**config.mk**
```make
export PLATFORM = sky130hd
export DESIGN_NAME = indexed_ring_deque_unit
export DESIGN_NICKNAME = d
export VERILOG_FILES = /design/src/rtl/core/ird_pkg.sv /design/src/rtl/core/ird_ctrl.sv /design/src/rtl/core/ird_dp.sv /design/src/rtl/core/indexed_ring_deque_unit.sv
export SDC_FILE = /design/constraint.sdc
export NUM_CORES = 2
export LEC_CHECK = 0
export ABC_CLOCK_PERIOD_IN_PS = 6960
export BUFFER_PORTS_ARGS = -buffer_cell sky130_fd_sc_hd__buf_2
export CAP_MARGIN = 10
export CORE_ASPECT_RATIO = 1.75
export CORE_MARGIN = 2
export CORE_UTILIZATION = 55
export DETAILED_ROUTE_END_ITERATION = 6
export GPL_ROUTABILITY_DRIVEN = 0
export PLACE_DENSITY = 0.74
export SYNTH_ARGS = -nofsm -noshare
export SYNTH_HDL_FRONTEND = slang
export SYNTH_SLANG_ARGS = --single-unit
```
**constraint.sdc**
```tcl
create_clock -name i_clk -period 6.96 [get_ports i_clk]
set_input_delay 1.044 -clock i_clk [delete_from_list [all_inputs] [get_ports i_clk]]
set_output_delay 1.044 -clock i_clk [all_outputs]
set_load 0.005 [all_outputs]
```
**src/rtl/core/ird_pkg.sv**
```systemverilog
// ird_pkg: shared types and codes for the indexed ring deque
// no dependencies
`timescale 1ns / 1ps

package ird_pkg;

    localparam logic [3:0] F_GET     = 4'd0;
    localparam logic [3:0] F_PUT     = 4'd1;
    localparam logic [3:0] F_INSERT  = 4'd2;
    localparam logic [3:0] F_ADD_LO  = 4'd3;
    localparam logic [3:0] F_ADD_HI  = 4'd4;
    localparam logic [3:0] F_REMOVE  = 4'd5;
    localparam logic [3:0] F_REM_LO  = 4'd6;
    localparam logic [3:0] F_REM_HI  = 4'd7;
    localparam logic [3:0] F_ROTATE  = 4'd8;

    typedef enum logic [1:0] {
        ST_OK    = 2'd0,
        ST_INDEX = 2'd1,
        ST_EMPTY = 2'd2,
        ST_FULL  = 2'd3
    } t_status;

    typedef enum logic [2:0] {
        CMD_IDLE,
        CMD_LATCH,
        CMD_CHECK,
        CMD_CAPTURE,
        CMD_SHRD,
        CMD_SHWR,
        CMD_INSWR,
        CMD_FINISH
    } t_cmd;

    typedef enum logic [1:0] {
        CLS_DONE,
        CLS_READ,
        CLS_INS
    } t_cls;

    typedef struct packed {
        t_cls cls;
        logic rm_shift;
        logic more;
    } t_dp_status;

    typedef enum logic [2:0] {
        S_IDLE,
        S_CHECK,
        S_CAPTURE,
        S_LOOP,
        S_SHRD,
        S_SHWR,
        S_INSWR,
        S_FINISH
    } t_state;

endpackage

```
**src/rtl/core/ird_ctrl.sv**
```systemverilog
// ird_ctrl: sequencer for the ring deque
// depends on ird_pkg
`timescale 1ns / 1ps

module ird_ctrl import ird_pkg::*; (
    input  logic       i_clk,
    input  logic       i_rst_n,
    input  logic       i_start,
    input  t_dp_status i_status,
    output t_cmd       o_cmd,
    output logic       o_busy
);

    t_state r_state, n_state;

    always_ff @(posedge i_clk) begin
        if (!i_rst_n) begin
            r_state <= S_IDLE;
        end else begin
            r_state <= n_state;
        end
    end

    always_comb begin
        n_state = r_state;
        o_cmd   = CMD_IDLE;
        o_busy  = (r_state != S_IDLE);
        case (r_state)
            S_IDLE: begin
                if (i_start) begin
                    o_cmd   = CMD_LATCH;
                    n_state = S_CHECK;
                end
            end
            S_CHECK: begin
                o_cmd = CMD_CHECK;
                case (i_status.cls)
                    CLS_READ: n_state = S_CAPTURE;
                    CLS_INS:  n_state = S_LOOP;
                    default:  n_state = S_FINISH;
                endcase
            end
            S_CAPTURE: begin
                o_cmd   = CMD_CAPTURE;
                n_state = i_status.rm_shift ? S_LOOP : S_FINISH;
            end
            S_LOOP: begin
                // shift loop runs until the counter meets its bound
                if (i_status.more) begin
                    n_state = S_SHRD;
                end else if (i_status.rm_shift) begin
                    n_state = S_FINISH;
                end else begin
                    n_state = S_INSWR;
                end
            end
            S_SHRD: begin
                o_cmd   = CMD_SHRD;
                n_state = S_SHWR;
            end
            S_SHWR: begin
                o_cmd   = CMD_SHWR;
                n_state = S_LOOP;
            end
            S_INSWR: begin
                o_cmd   = CMD_INSWR;
                n_state = S_FINISH;
            end
            S_FINISH: begin
                o_cmd   = CMD_FINISH;
                n_state = S_IDLE;
            end
            default: n_state = S_IDLE;
        endcase
    end

endmodule

```
**src/rtl/core/ird_dp.sv**
```systemverilog
// ird_dp: slot memory, head pointer, element count and request checks
// depends on ird_pkg
`timescale 1ns / 1ps

module ird_dp import ird_pkg::*; #(
    parameter int DEPTH      = 64,
    parameter int WORD_WIDTH = 32
) (
    input  logic              i_clk,
    input  logic              i_rst_n,
    input  t_cmd              i_cmd,
    input  logic [3:0]        i_func,
    input  logic signed [7:0] i_position,
    input  logic [31:0]       i_data_word,
    output t_dp_status        o_status,
    output logic              o_strobe,
    output logic [31:0]       o_read_word,
    output logic [6:0]        o_count,
    output logic [1:0]        o_st
);

    localparam int AW = (DEPTH > 1) ? $clog2(DEPTH) : 1;
    localparam int CW = $clog2(DEPTH + 1);
    localparam int SW = ((CW > 8) ? CW : 8) + 2;

    logic [WORD_WIDTH-1:0] mem [DEPTH];
    logic [WORD_WIDTH-1:0] r_q;

    logic [3:0]            r_func;
    logic signed [7:0]     r_pos;
    logic [WORD_WIDTH-1:0] r_data;
    logic [AW-1:0]         r_head;
    logic [CW-1:0]         r_cnt;
    logic [CW-1:0]         r_j;
    logic [CW-1:0]         r_k;
    logic                  r_ins;
    logic [WORD_WIDTH-1:0] r_rd;
    t_status               r_st;
    t_cls                  r_cls;
    logic                  r_strobe;
    logic [31:0]           r_out_word;
    logic [6:0]            r_out_cnt;
    logic [1:0]            r_out_st;

    function automatic logic [AW-1:0] slot_of(input logic [AW-1:0] base,
                                             input logic [CW-1:0] k);
        logic [CW:0] sum;
        sum = (CW + 1)'(base) + (CW + 1)'(k);
        if (sum >= (CW + 1)'(DEPTH)) begin
            sum = sum - (CW + 1)'(DEPTH);
        end
        return sum[AW-1:0];
    endfunction

    // request checks on the latched request
    logic signed [SW-1:0] s_pos, s_len;
    logic                 c_empty, c_full, c_idx_bad, c_ins_bad, c_rot_bad;
    logic                 c_front, c_back;
    t_status              c_st;
    t_cls                 c_cls;
    logic                 c_addlo, c_rot;
    logic signed [SW-1:0] c_js;
    logic [CW-1:0]        c_j, c_rot_i;
    logic [AW-1:0]        head_dec;

    always_comb begin
        s_pos     = {{(SW-8){r_pos[7]}}, r_pos};
        s_len     = {{(SW-CW){1'b0}}, r_cnt};
        c_empty   = (r_cnt == '0);
        c_full    = (r_cnt == CW'(DEPTH));
        c_idx_bad = (s_pos < 0) || (s_pos >= s_len);
        c_ins_bad = (s_pos < -s_len) || (s_pos > s_len + 1);
        c_rot_bad = (s_pos < -s_len) || (s_pos > s_len);
        c_front   = (s_pos == 1) || (s_pos == -s_len);
        c_back    = (s_pos == 0) || (s_pos == s_len + 1);
        head_dec  = (r_head == '0) ? AW'(DEPTH - 1) : r_head - 1'b1;
        c_st      = ST_OK;
        c_cls     = CLS_DONE;
        c_addlo   = 1'b0;
        c_rot     = 1'b0;
        c_js      = s_pos;
        c_rot_i   = '0;
        case (r_func)
            F_GET, F_PUT, F_REMOVE: begin
                if (c_empty) c_st = ST_EMPTY;
                else if (c_idx_bad) c_st = ST_INDEX;
                else c_cls = CLS_READ;
            end
            F_INSERT: begin
                if (c_full) c_st = ST_FULL;
                else if (c_ins_bad) c_st = ST_INDEX;
                else if (c_front) c_addlo = 1'b1;
                else begin
                    c_cls = CLS_INS;
                    if (c_back) c_js = s_len;
                    else if (s_pos < 0) c_js = s_pos + s_len;
                    else c_js = SW'(s_pos - 1);
                end
            end
            F_ADD_LO: begin
                if (c_full) c_st = ST_FULL;
                else c_addlo = 1'b1;
            end
            F_ADD_HI: begin
                if (c_full) c_st = ST_FULL;
                else begin
                    c_cls = CLS_INS;
                    c_js  = s_len;
                end
            end
            F_REM_LO: begin
                if (c_empty) c_st = ST_EMPTY;
                else begin
                    c_cls = CLS_READ;
                    c_js  = '0;
                end
            end
            F_REM_HI: begin
                if (c_empty) c_st = ST_EMPTY;
                else begin
                    c_cls = CLS_READ;
                    c_js  = SW'(s_len - 1);
                end
            end
            F_ROTATE: begin
                if (c_empty) c_st = ST_EMPTY;
                else if (c_rot_bad) c_st = ST_INDEX;
                else begin
                    c_rot = 1'b1;
                    // pos mod len with pos in 0..len is pos, or zero at len
                    if (s_pos < 0) c_rot_i = CW'(s_pos + s_len);
                    else if (s_pos == s_len) c_rot_i = '0;
                    else c_rot_i = CW'(s_pos);
                end
            end
            default: ;
        endcase
        c_j = c_js[CW-1:0];
    end

    logic rm_shift;
    assign rm_shift = (r_func == F_REMOVE) || (r_func == F_REM_HI);

    always_comb begin
        o_status.cls      = (i_cmd == CMD_CHECK) ? c_cls : r_cls;
        o_status.rm_shift = rm_shift && (r_cls == CLS_READ) && !r_ins;
        o_status.more     = r_ins ? (r_k > r_j) : (r_k < r_cnt);
    end

    // memory ports
    logic                  rd_en, wr_en;
    logic [AW-1:0]         rd_addr, wr_addr;
    logic [WORD_WIDTH-1:0] wr_data;

    always_comb begin
        rd_en   = 1'b0;
        rd_addr = slot_of(r_head, c_j);
        wr_en   = 1'b0;
        wr_addr = slot_of(r_head, r_j);
        wr_data = r_data;
        case (i_cmd)
            CMD_CHECK: begin
                rd_en = (c_cls == CLS_READ);
                if (c_addlo) begin
                    wr_en   = 1'b1;
                    wr_addr = head_dec;
                end
            end
            CMD_CAPTURE: begin
                wr_en = (r_func == F_PUT);
            end
            CMD_SHRD: begin
                rd_en   = 1'b1;
                rd_addr = r_ins ? slot_of(r_head, r_k - 1'b1) : slot_of(r_head, r_k + 1'b1);
            end
            CMD_SHWR: begin
                wr_en   = 1'b1;
                wr_addr = slot_of(r_head, r_k);
                wr_data = r_q;
            end
            CMD_INSWR: begin
                wr_en = 1'b1;
            end
            default: ;
        endcase
    end

    always_ff @(posedge i_clk) begin
        if (wr_en) begin
            mem[wr_addr] <= wr_data;
        end
        if (rd_en) begin
            r_q <= mem[rd_addr];
        end
    end

    logic [63:0] data_ext, rd_ext;
    logic [15:0] cnt_ext;
    assign data_ext = 64'(i_data_word);
    assign rd_ext   = 64'(r_rd);
    assign cnt_ext  = 16'(r_cnt);

    // request registers and result
    always_ff @(posedge i_clk) begin
        case (i_cmd)
            CMD_LATCH: begin
                r_func <= i_func;
                r_pos  <= i_position;
                r_data <= data_ext[WORD_WIDTH-1:0];
            end
            CMD_CHECK: begin
                r_st  <= c_st;
                r_cls <= c_cls;
                r_j   <= c_j;
                r_k   <= r_cnt;
                r_ins <= (c_cls == CLS_INS);
                r_rd  <= c_addlo ? r_data : '0;
            end
            CMD_CAPTURE: begin
                r_rd <= r_q;
                r_k  <= r_j;
            end
            CMD_SHWR: begin
                r_k <= r_ins ? r_k - 1'b1 : r_k + 1'b1;
            end
            CMD_INSWR: begin
                r_rd <= r_data;
            end
            CMD_FINISH: begin
                r_out_word <= rd_ext[31:0];
                r_out_cnt  <= cnt_ext[6:0];
                r_out_st   <= r_st;
            end
            default: ;
        endcase
    end

    // control state
    always_ff @(posedge i_clk) begin
        if (!i_rst_n) begin
            r_head   <= '0;
            r_cnt    <= '0;
            r_strobe <= 1'b0;
        end else begin
            r_strobe <= (i_cmd == CMD_FINISH);
            case (i_cmd)
                CMD_CHECK: begin
                    if (c_addlo) begin
                        r_head <= head_dec;
                        r_cnt  <= r_cnt + 1'b1;
                    end else if (c_rot) begin
                        r_head <= slot_of(r_head, c_rot_i);
                    end
                end
                CMD_CAPTURE: begin
                    if (r_func == F_REM_LO) begin
                        r_head <= slot_of(r_head, CW'(1));
                        r_cnt  <= r_cnt - 1'b1;
                    end else if (rm_shift) begin
                        r_cnt <= r_cnt - 1'b1;
                    end
                end
                CMD_INSWR: begin
                    r_cnt <= r_cnt + 1'b1;
                end
                default: ;
            endcase
        end
    end

    assign o_strobe    = r_strobe;
    assign o_read_word = r_out_word;
    assign o_count     = r_out_cnt;
    assign o_st        = r_out_st;

endmodule

```
**src/rtl/core/indexed_ring_deque_unit.sv**
```systemverilog
// indexed_ring_deque_unit: bounded circular deque with indexed get, put, insert, remove
// and rotate; depends on ird_pkg, ird_ctrl, ird_dp
// a middle insert or remove shifts entries one at a time, each by a memory read then write
// one request at a time, the next taken during the strobe; reset clears head, count, strobe
// and sequencer state only
`timescale 1ns / 1ps

module indexed_ring_deque_unit import ird_pkg::*; #(
    parameter int DEPTH      = 64,
    parameter int WORD_WIDTH = 32
) (
    input  logic              i_clk,
    input  logic              i_rst_n,
    input  logic              start,
    output logic              busy,
    input  logic [3:0]        i_func,
    input  logic signed [7:0] i_position,
    input  logic [31:0]       i_data_word,
    output logic              o_strobe,
    output logic [31:0]       o_read_word,
    output logic [6:0]        o_count,
    output logic [1:0]        o_status
);

    t_cmd       cmd;
    t_dp_status dp_status;

    ird_ctrl u_ctrl (
        .i_clk    (i_clk),
        .i_rst_n  (i_rst_n),
        .i_start  (start),
        .i_status (dp_status),
        .o_cmd    (cmd),
        .o_busy   (busy)
    );

    ird_dp #(
        .DEPTH      (DEPTH),
        .WORD_WIDTH (WORD_WIDTH)
    ) u_dp (
        .i_clk       (i_clk),
        .i_rst_n     (i_rst_n),
        .i_cmd       (cmd),
        .i_func      (i_func),
        .i_position  (i_position),
        .i_data_word (i_data_word),
        .o_status    (dp_status),
        .o_strobe    (o_strobe),
        .o_read_word (o_read_word),
        .o_count     (o_count),
        .o_st        (o_status)
    );

endmodule
```
==> flow_summary.toml <==
[timing]
period_minus_slack_ns = 6.677
slew_headroom = 0.2576
finalMaxSlewViolations = 0
tightest_slew_ns = 1.107
fmax_mhz = 149.8
finalHoldViolCount = 0
setup_violations = 0
layout_worst_path_cycle_share = 0.9593
worst_clock_skew_ns = 0.06286

[hold_path]
min_delay_worst_endpoint = "u_dp.r_data[8]$_DFFE_PN_"
worst_hold_path.num_cells = 1
worstHoldStart = "i_data_word[8]"
hp-class = "primary input to register"

[finish]
nets = 4459
drive_gt1_frac = 0.2949
syn_to_final_growth_pct = 12.38
fill_cells = 10434
fin_cells = 6525

[placed_design]
dpl.hpwl_um = 124700
numPortBuffers = 89
dp_cells = 6198

[power]
p_leak_nw = 31.59
power.total_mw = 35.12
p_per_area_mw_per_mm2 = 353.3
vdd_drop_max_mv = 0.2107

[clocking]
clk_latency_ns = 0.84
htreeDepth = 4
path_clk_slew_ns = 0.07
cts_buffers = 185
cts_buffer_depth = 4
root_buffer = "clkbuf_16"
cts_tree = "built"
clkSinkCount = 2233
holdBufCountCts = 0

[logic_synthesis]
yosysSeqAreaShare = 0.7559
synth_warnings = 0
synth.avg_cell_area_sq_um = 21.92
netlist_area_sq_mm = 0.08845
ys.flop_type = "edfxtp_1"
postSynth.asyncResetShare = 0
synthCells = 4036
synth.net_count = 4165
ys_seq_elements = 2233
ys_types = 83
synth_edf_count = 2214

[worst_setup_path]
cp.required_ns = 7.50
arrival_ns = 7.22
end_kind = "register"
r2r_slack_ns = 0.28
crit_type = "register to register"
timing.rr.start = "u_dp.r_cnt[1]$_SDFFE_PN0P_"
reg2reg_depth = 23
r2r-end = "u_dp.r_q[0]$_DFFE_PP_"
crit_path_start_kind = "register"
path_max_fanout = 46

[die]
die_w_um = 307.1
core_area_sq_mm = 0.1597
die_h_um = 534.5
rows = 194
die_area_sq_mm = 0.1642
start_util = 0.5538
io_pins = 90

[drt]
first_pass_iters = 6
final_antenna_net_count = 0
num_vias = 43648
wire_per_inst_um = 33.50
vias_per_cell = 6.689
totalWireLength_um = 218600
drc_errors = 0
first_iter_violations = 5317

[grt]
grt_usage = 0.2663
grt_antenna_before_repair = 5
grt_pass1_wl_um = 312500
grt_pass1_vias = 44621
gr-total-overflow = 0
grt_max_degree = 65

[job]
cap_violations = 0

[outcome]
status = "completed"
-- timing repair --
action                                  4_1_cts  5_1_grt
buffers inserted                              0        2
endpoints found under the setup margin        0       27
gates resized for setup                       0       16
-- stage by stage --
step | hold WS (ns) | area, sq um | util | setup slack [ns] | setup TNS, ns
global route | 0.3762 | 99400 | 0.6223 | -0.01965 | -0.03343
floorplan | 0.4003 | 88450 | - | 0.4084 | 0
finish | 0.3830 | 99400 | 0.6224 | 0.2831 | 0
global placement | 0.4016 | 93540 | 0.5857 | 0.1859 | 0
CTS | 0.3426 | 99270 | 0.6215 | 0.02327 | 0
detailed placement | 0.4045 | 93540 | 0.5857 | 0.08386 | 0
-- cells in the mapped netlist (all sizes together), types with 4 or more instances --
master     n  area share
a211oi    10     0.00096
a21o      15      0.0013
a21oi     75      0.0043
a22o      32      0.0032
a22oi      8     0.00068
a31oi      7     0.00050
buf       69      0.0034
clkbuf   132      0.0056
dfxtp     19      0.0043
edfxtp  2214        0.75
fa         6      0.0014
ha        76       0.011
inv       46      0.0020
mux2i     99       0.011
mux4     640        0.16
nand2    162      0.0069
nand2b    13     0.00092
nand3     26      0.0015
nand3b     4     0.00034
nand4      4     0.00035
nor2     146      0.0062
nor2b      6     0.00042
nor3      26      0.0017
nor4       5     0.00035
o211ai     7     0.00059
o21a       5     0.00042
o21ai     43      0.0025
o21bai     6     0.00051
o22a       5     0.00050
o22ai      8     0.00057
o31ai      5     0.00042
or2        4     0.00028
or3        9     0.00064
or4        4     0.00034
xnor2     41      0.0041
xor2       7     0.00069
-- worst max-delay path by stage --
stage | slack, ns | start | end
final | 0.28 | u_dp.r_cnt[1]$_SDFFE_PN0P_ | u_dp.r_q[0]$_DFFE_PP_
after CTS | 0.02 | u_dp.r_cnt[1]$_SDFFE_PN0P_ | u_dp.r_q[0]$_DFFE_PP_
after detailed placement | 0.08 | u_dp.r_cnt[1]$_SDFFE_PN0P_ | u_dp.r_q[0]$_DFFE_PP_
after global placement | 0.19 | u_dp.r_cnt[1]$_SDFFE_PN0P_ | u_dp.r_q[0]$_DFFE_PP_
after floorplan | 0.41 | u_dp.r_cnt[0]$_SDFFE_PN0P_ | u_dp.r_q[21]$_DFFE_PP_
after global routing | -0.02 | u_dp.r_cnt[1]$_SDFFE_PN0P_ | u_dp.r_q[28]$_DFFE_PP_
-- cell usage in the layout (no fill, tap or decap), types with 9 or more instances in the layout --
cell,instances
clkbuf_1,36
a21oi_1,74
ha_1,75
nor2_4,68
buf_4,164
clkinv_1,33
nor2_1,77
dfxtp_1,19
buf_2,89
a21o_1,15
o21ai_0,39
nand2_1,161
a22o_1,32
bufinv_16,16
inv_1,44
mux2i_1,88
clkbuf_16,186
buf_12,53
or3_1,9
clkinv_2,34
xnor2_1,37
nand2b_1,13
mux4_2,640
nand3_1,25
nor3_1,23
edfxtp_1,2214
-- power breakdown --
group / internal, mW / switching (mW)
Clock: 5.52 / 4.60
Combinational: 4.10 / 4.89
Sequential: 15.8 / 0.235
-- registers in the layout (all words and copies together), names as in the netlist --
signal	flops
u_ctrl.r_state	3
u_dp.mem	2048
u_dp.o_count	7
u_dp.o_read_word	32
u_dp.o_st	2
u_dp.o_strobe	1
u_dp.r_cls	2
u_dp.r_cnt	7
u_dp.r_data	32
u_dp.r_func	4
u_dp.r_head	6
u_dp.r_ins	1
u_dp.r_j	7
u_dp.r_k	7
u_dp.r_pos	8
u_dp.r_q	32
u_dp.r_rd	32
u_dp.r_st	2
-- area by class of cell --
class                   count  area, sq um  area share
diodes                      4        10.01   0.0001007
inverters                  48        180.2    0.001813
well taps                2058         2575     0.02590
repair buffers            308         2793     0.02809
flip-flops and latches   2233        66860      0.6727
multi-input cells        1554        21260      0.2138
clock buffers             224         4817     0.04846
clock inverters            96        908.4    0.009138
-- logic make-up after synthesis --
| logic type | share of synthesized area |
|---|---|
| AO/OA/AOI/OAI | 0.01993 |
| AND/OR/NAND/NOR | 0.02157 |
| multiplexers | 0.1745 |
| XOR/XNOR | 0.004838 |
| buffers and inverters | 0.01106 |
| adder cells (fa/ha/maj) | 0.01211 |
| flip-flops | 0.7559 |
-- critical path, cell delays in order, from the launching register on --
cell,delay (ns)
dfxtp_1,0.32
inv_1,0.15
ha_1,0.28
nor4b_4,0.33
nand3_2,0.22
inv_1,0.13
ha_1,0.27
a21oi_1,0.17
nand4b_1,0.17
or4_1,0.65
nand4_2,0.15
a21oi_1,0.07
nor2_1,0.14
a21oi_1,0.08
mux2_2,0.30
ha_4,0.17
fa_4,0.84
buf_12,0.20
buf_16,0.26
buf_4,0.22
mux4_2,0.31
mux4_2,0.53
mux2i_4,0.28
mux2i_1,0.12
-- per-layer routing --
layer,track usage,up-vias,routed length [um]
li1,-,17528,-
met1,0.3250,23056,74620
met2,0.4792,2495,117600
met3,0.03260,565,16370
met4,0.1134,4,9969
met5,0,-,34
No activity file was read; power rests on OpenSTA's default activity.
